===== src/arpc_pkg.sv =====
// shared types and constants for the arp address cache
// no dependencies; imported by every module of the block
package arpc_pkg;

    localparam int unsigned CACHE_ENTRIES_DEF = 16;
    localparam int unsigned IP_W  = 32;
    localparam int unsigned MAC_W = 48;

    typedef enum logic {
        ACT_LOOKUP = 1'b0,
        ACT_STORE  = 1'b1
    } t_action;

    typedef struct packed {
        t_action          action;
        logic [IP_W-1:0]  ip_address;
        logic [MAC_W-1:0] mac_address;
    } t_in_word;

    typedef struct packed {
        logic             hit;
        logic [MAC_W-1:0] mac_found;
        logic             stored;
    } t_out_word;

    // write request into the entry table
    typedef struct packed {
        logic             en;
        logic [IP_W-1:0]  ip;
        logic [MAC_W-1:0] mac;
    } t_tbl_wr;

endpackage


===== src/arpc_pick.sv =====
// lowest-index pick: turns a request vector into a one-hot select
// depends on arpc_pkg only through the default entry count
module arpc_pick #(
    parameter int unsigned CACHE_ENTRIES = arpc_pkg::CACHE_ENTRIES_DEF
) (
    input  logic [CACHE_ENTRIES-1:0] i_req,
    output logic [CACHE_ENTRIES-1:0] o_sel,
    output logic                     o_found
);
    import arpc_pkg::*;

    // isolate lowest set bit: x & -x
    assign o_sel   = i_req & (~i_req + {{(CACHE_ENTRIES-1){1'b0}}, 1'b1});
    assign o_found = |i_req;

endmodule


===== src/arpc_table.sv =====
// entry table: valid bits, addresses and macs with a parallel address compare
// uses arpc_pkg for the field widths and the write request struct
module arpc_table #(
    parameter int unsigned CACHE_ENTRIES = arpc_pkg::CACHE_ENTRIES_DEF
) (
    input  logic                         i_clk,
    input  logic                         i_rst_n,
    input  logic [arpc_pkg::IP_W-1:0]    i_query_ip,
    output logic [CACHE_ENTRIES-1:0]     o_match,
    output logic [CACHE_ENTRIES-1:0]     o_free,
    input  logic [CACHE_ENTRIES-1:0]     i_sel,
    output logic [arpc_pkg::MAC_W-1:0]   o_rd_mac,
    input  arpc_pkg::t_tbl_wr            i_wr
);
    import arpc_pkg::*;

    logic [CACHE_ENTRIES-1:0] r_valid;
    logic [IP_W-1:0]          r_ip  [CACHE_ENTRIES];
    logic [MAC_W-1:0]         r_mac [CACHE_ENTRIES];

    // address and mac only looked at behind the valid bit
    always_comb begin
        for (int k = 0; k < CACHE_ENTRIES; k++) begin
            o_match[k] = r_valid[k] && (r_ip[k] == i_query_ip);
            o_free[k]  = !r_valid[k];
        end
    end

    always_comb begin
        o_rd_mac = '0;
        for (int k = 0; k < CACHE_ENTRIES; k++) begin
            o_rd_mac = o_rd_mac | (r_mac[k] & {MAC_W{i_sel[k]}});
        end
    end

    always_ff @(posedge i_clk) begin
        if (!i_rst_n) begin
            r_valid <= '0;
        end else if (i_wr.en) begin
            r_valid <= r_valid | i_sel;
        end
    end

    always_ff @(posedge i_clk) begin
        for (int k = 0; k < CACHE_ENTRIES; k++) begin
            if (i_wr.en && i_sel[k]) begin
                r_ip[k]  <= i_wr.ip;
                r_mac[k] <= i_wr.mac;
            end
        end
    end

    a_wr_onehot: assert property (@(posedge i_clk) disable iff (!i_rst_n)
        i_wr.en |-> $onehot(i_sel))
        else $error("table write without a single selected entry");

    a_written_not_free: assert property (@(posedge i_clk) disable iff (!i_rst_n)
        i_wr.en |=> ((o_free & $past(i_sel)) == '0))
        else $error("written entry still reads as free");

    a_free_never_grows: assert property (@(posedge i_clk) disable iff (!i_rst_n)
        1'b1 |=> ($countones(o_free) <= $past($countones(o_free))))
        else $error("free entry count increased without reset");

endmodule


===== src/arp_address_cache_core.sv =====
// top level of the arp address cache: input register, table, pick, result register
// uses arpc_pkg, arpc_table and arpc_pick
//
// Fully associative ipv4-to-mac cache of CACHE_ENTRIES entries. Each word is a
// lookup or a store and gives exactly one result word. The block takes one word
// per clock unless the result register is held by an output stall: the word is
// registered, then compared against all entries at once, the lowest matching
// (lookup) or lowest free-or-matching (store) entry is picked, and the result
// is registered. That one compare-and-pick stage sets the cycle. A store updates
// the table as its result is registered, so the next word already sees it. A
// lookup miss returns zero mac; a store into a full table with the address
// absent is dropped and reported with stored low. Valid bits clear on reset.
module arp_address_cache_core #(
    parameter int unsigned CACHE_ENTRIES = arpc_pkg::CACHE_ENTRIES_DEF
) (
    input  logic                i_clk,
    input  logic                i_rst_n,
    input  logic                i_in_valid,
    output logic                o_in_stall,
    input  arpc_pkg::t_in_word  i_in_word,
    output logic                o_out_valid,
    input  logic                i_out_stall,
    output arpc_pkg::t_out_word o_out_word
);
    import arpc_pkg::*;

    logic      r_in_valid;
    t_in_word  r_in;
    logic      r_out_valid;
    t_out_word r_out;
    t_out_word n_out;

    logic                     adv;
    logic                     is_store;
    logic [CACHE_ENTRIES-1:0] match;
    logic [CACHE_ENTRIES-1:0] free;
    logic [CACHE_ENTRIES-1:0] req;
    logic [CACHE_ENTRIES-1:0] sel;
    logic                     found;
    logic [MAC_W-1:0]         rd_mac;
    t_tbl_wr                  wr;

    // stage moves when the result register is empty or being taken
    assign adv        = r_in_valid && (!r_out_valid || !i_out_stall);
    assign o_in_stall = r_in_valid && !adv;
    assign is_store   = (r_in.action == ACT_STORE);

    always_ff @(posedge i_clk) begin
        if (!i_rst_n) begin
            r_in_valid <= 1'b0;
        end else if (!o_in_stall) begin
            r_in_valid <= i_in_valid;
        end
    end

    always_ff @(posedge i_clk) begin
        if (!o_in_stall && i_in_valid) begin
            r_in <= i_in_word;
        end
    end

    arpc_table #(
        .CACHE_ENTRIES(CACHE_ENTRIES)
    ) u_table (
        .i_clk     (i_clk),
        .i_rst_n   (i_rst_n),
        .i_query_ip(r_in.ip_address),
        .o_match   (match),
        .o_free    (free),
        .i_sel     (sel),
        .o_rd_mac  (rd_mac),
        .i_wr      (wr)
    );

    // store may take a free entry or overwrite its own address
    assign req = is_store ? (free | match) : match;

    arpc_pick #(
        .CACHE_ENTRIES(CACHE_ENTRIES)
    ) u_pick (
        .i_req  (req),
        .o_sel  (sel),
        .o_found(found)
    );

    always_comb begin
        wr.en  = adv && is_store && found;
        wr.ip  = r_in.ip_address;
        wr.mac = r_in.mac_address;

        n_out.hit       = !is_store && found;
        n_out.mac_found = (!is_store && found) ? rd_mac : '0;
        n_out.stored    = is_store && found;
    end

    always_ff @(posedge i_clk) begin
        if (!i_rst_n) begin
            r_out_valid <= 1'b0;
        end else if (adv) begin
            r_out_valid <= 1'b1;
        end else if (!i_out_stall) begin
            r_out_valid <= 1'b0;
        end
    end

    always_ff @(posedge i_clk) begin
        if (adv) begin
            r_out <= n_out;
        end
    end

    assign o_out_valid = r_out_valid;
    assign o_out_word  = r_out;

    a_hit_xor_stored: assert property (@(posedge i_clk) disable iff (!i_rst_n)
        r_out_valid |-> !(r_out.hit && r_out.stored))
        else $error("result word reports both hit and stored");

    a_miss_zero_mac: assert property (@(posedge i_clk) disable iff (!i_rst_n)
        (r_out_valid && !r_out.hit) |-> (r_out.mac_found == '0))
        else $error("non-hit result carries a mac");

    a_write_only_on_advance: assert property (@(posedge i_clk) disable iff (!i_rst_n)
        wr.en |-> (adv && is_store && $onehot(sel)))
        else $error("table written outside an advancing store");

endmodule

===== config.mk =====
export PLATFORM = sky130hd
export DESIGN_NAME = arp_address_cache_core
export DESIGN_NICKNAME = d
export VERILOG_FILES = /design/src/arpc_pkg.sv /design/src/arpc_pick.sv /design/src/arpc_table.sv /design/src/arp_address_cache_core.sv
export SDC_FILE = /design/constraint.sdc
export NUM_CORES = 2
export LEC_CHECK = 0
export BUFFER_PORTS_ARGS = -buffer_cell sky130_fd_sc_hd__buf_2
export CAP_MARGIN = 0
export CORE_MARGIN = 8
export CORE_UTILIZATION = 35
export CTS_CLUSTER_DIAMETER = 60
export DETAILED_ROUTE_END_ITERATION = 10
export GPL_TIMING_DRIVEN = 0
export PLACE_DENSITY = 0.47
export SYNTH_ARGS = -nofsm -noshare
export SYNTH_HDL_FRONTEND = slang
export SYNTH_SLANG_ARGS = --single-unit

===== constraint.sdc =====
create_clock -name i_clk -period 12.4 [get_ports i_clk]
set_input_delay 1.86 -clock i_clk [delete_from_list [all_inputs] [get_ports i_clk]]
set_output_delay 1.86 -clock i_clk [all_outputs]
set_load 0.03 [all_outputs]

==> impl_metrics.ini <==
[synthesis]
synth_top_family_by_area = XOR/XNOR gates
synth_area_leader_cell = edfxtp_1
synth-seq-cells = 1429
synth.area.mux_share = 0
synth_ff_type = edfxtp_1
synth-simple-area-share = 0.06500
syn_inst = 3493
synth-edff-count = 1411
yosys-top-cells-count = edfxtp_1 (1411), xor2_1 (294), xnor2_1 (216)
yosys-top-cells-area = edfxtp_1 (75%), xor2_1 (4.6%), xnor2_1 (3.3%)
synth_most_common_cell = edfxtp_1
synth_fa_ha_area_frac = 0
synth_cell_type_count = 65
synth_xor_area_frac = 0.07904
ys_warn_count = 0
ys_seq_area_frac = 0.7561
netlist_area_mm2 = 0.05651
async_flop_share = 0
synth_top_area_share = 0.7498
synth_compound_area_frac = 0.07269
synth_fp_nets = 3578
syn_avg_cell_area_um2 = 16.18

[power]
vdd_drop_max_mv = 0.1444
p_leak_nw = 21.60
p_per_area_mw_per_mm2 = 158.1

[clocking]
cts_setup_buffers = 0
cts_tree = built
cts.sinks = 1429
ctsResizeCount = 0
cts_root_buf = clkbuf_16
clk_pin_slew_ns = 0.06
clk_latency_ns = 0.79
h-tree-depth = 4
cts_buffers = 162
cts_hold_buf = 0
clk_path_buf_depth = 3

[floorplanning]
fp-row-count = 147
initial_core_util = 0.3524
io_pins = 137
fp.dieArea_mm2 = 0.1746
die_x_um = 417.8
die_h_um = 417.8
core_area_mm2 = 0.1604

[routing]
post-route-drc-count = 0
vias_per_cell = 5.092
dr.pass1.iters = 5
vias = 31500
drt_iter0_drc = 3221
avgRoutedWirePerCell_um = 28.08
postRouteAntennaNets = 0
wl_um = 173700

[worst_setup_path]
rrSetupSlack_ns = 5.01
arrival_ns = 7.82
critical-path-top-delay-family = simple AND/OR/NAND/NOR gates
crit_top_cell = buf_2
crit_chain = buf_2 -> buf_6 -> xnor2_1 -> nand4_1 -> nor4_1 -> a31oi_1 -> nor3_2 -> clkbuf_1 -> buf_2 -> and2_4 -> buf_16
crit_slowest_cell = edfxtp_1
crit_start = r_in[56]$_DFFE_PP_
rr_startpoint = r_in[56]$_DFFE_PP_
worst_setup_path_start_kind = register
crit_buf_inv = 5
crit_required_ns = 12.82
critPathKind = register to register
worst-path-max-fanout = 43
cp-end-kind = register
critPathMaxStageDelay_ns = 1.13

[placement]
portBuffers = 135
dpl.cell_count = 5894
gp_congestion = 0.7832
place_area_mm2 = 0.06123
dp_hpwl_um = 113000

[layout]
seqCellArea_mm2 = 0.04273
utilization = 0.4123
multi_input_area_mm2 = 0.01237
fillers = 14870
finalInstanceArea_mm2 = 0.06612
fin_nets = 3983
fin_cells = 6185
area_delta_synth_final_pct = 17.00
drive_gt1_frac = 0.1494

[timing]
fmax_ghz = 0.1353
max_slew_margin = 0.08678
fin_skew_ns = 0.02926
min_period_over_period = 0.5962
rsz0062_at_grt = no
tightest_slew_ns = 1.370
drv_slew = 0
finalSetupViolCount = 0
hold_violations = 0
min_period_ns = 7.392
worst_hold_slack_ns = 0.4878

[hold_path]
hp-class = register to register
min_from = u_table.r_valid[2]$_SDFFE_PN0P_

[grt]
grt_pass1_wl_um = 244500
antenna_found_initial = 8
overflow = 0
grt_max_degree = 54
grt_pass1_vias = 31770
track_usage = 0.1953

[job]
maxCapViolations = 0

[outcome]
status = completed
[report_power, final]
group          internal, W  switching (W)  leakage [nW]
sequential         0.00536       0.000105          12.9
clock              0.00256        0.00194          2.37
combinational     0.000158       0.000332          6.30
[per-layer routing]
layer / vias to the layer above / global-route usage / wire length [um] / part of all wire
met2: 916 / 0.3085 / 79750 / 0.46
met5: - / 0 / 0 / 0
li1: 14130 / - / - / -
met4: 0 / 0.06034 / 4974 / 0.029
met3: 232 / 0.03042 / 9185 / 0.053
met1: 16220 / 0.2783 / 79790 / 0.46
[worst register-to-register path, delay by kind of cell (launching register included)]
family                 cells  cell delay, ns
AO/OA/AOI/OAI              1            0.51
buffers and inverters      5            2.29
flip-flops                 1            1.13
XOR/XNOR                   1            0.16
AND/OR/NAND/NOR            4            2.85
[metrics by stage]
stage	total power, W	setup WS [ns]	TNS (ns)
finish	0.01045	5.008	0
global route	0.01077	4.862	0
CTS	0.01057	4.877	0
detailed placement	0.006062	4.919	0
global placement	0.006058	-10.13	-4217.53
floorplan	0.005789	0.2933	0
[cells by family (layout without fill, tap and decap cells)]
logic type | after synthesis | after routing
buffers and inverters | 274 | 803
AO/OA/AOI/OAI | 561 | 561
other | 0 | 3
flip-flops | 1429 | 1429
AND/OR/NAND/NOR | 719 | 719
XOR/XNOR | 510 | 510
[state kept, by name, summed over array words and instances, names as in the netlist]
register         count
u_table.r_valid     16
o_out_word          50
r_in_valid           1
is_store             1
u_table.r_mac      768
u_table.r_ip       512
o_out_valid          1
r_in                80
[cell usage in the layout (no fill, tap or decap), types with 18 or more instances in the layout]
cell type	n
o21ai_0	130
a31oi_1	101
nor2_1	108
nand2_1	198
clkbuf_16	167
a22oi_1	38
nand3_1	121
a22o_1	48
buf_6	80
buf_2	176
xnor2_1	216
nor3b_1	36
o22a_1	36
a21o_1	72
clkbuf_1	142
xor2_1	294
inv_1	67
and2_1	33
clkinv_1	35
buf_4	77
edfxtp_1	1411
nand4_1	54
nor4_1	73
dfxtp_1	18
a221o_1	48
nand2b_1	20
[worst paths after layout]
| check | end | depth (start not counted) |
|---|---|---|
| max | u_table.r_ip[1][44]$_DFFE_PP_ | 11 |
| min | u_table.r_valid[2]$_SDFFE_PN0P_ | 1 |
| max reg2reg | u_table.r_ip[1][44]$_DFFE_PP_ | 11 |
| min reg2reg | u_table.r_valid[2]$_SDFFE_PN0P_ | 1 |
[layout make-up]
cell class                 count  area share
antenna                        3   0.0001135
tap                         2160     0.04088
sequential                  1429      0.6463
clock buffer                 216     0.06599
multi-input combinational   1790      0.1871
clock inverter                72    0.007891
inverter                      67    0.003804
timing repair buffer         241     0.02859
buffer                       207     0.01940
No activity file was read; power rests on OpenSTA's default activity.
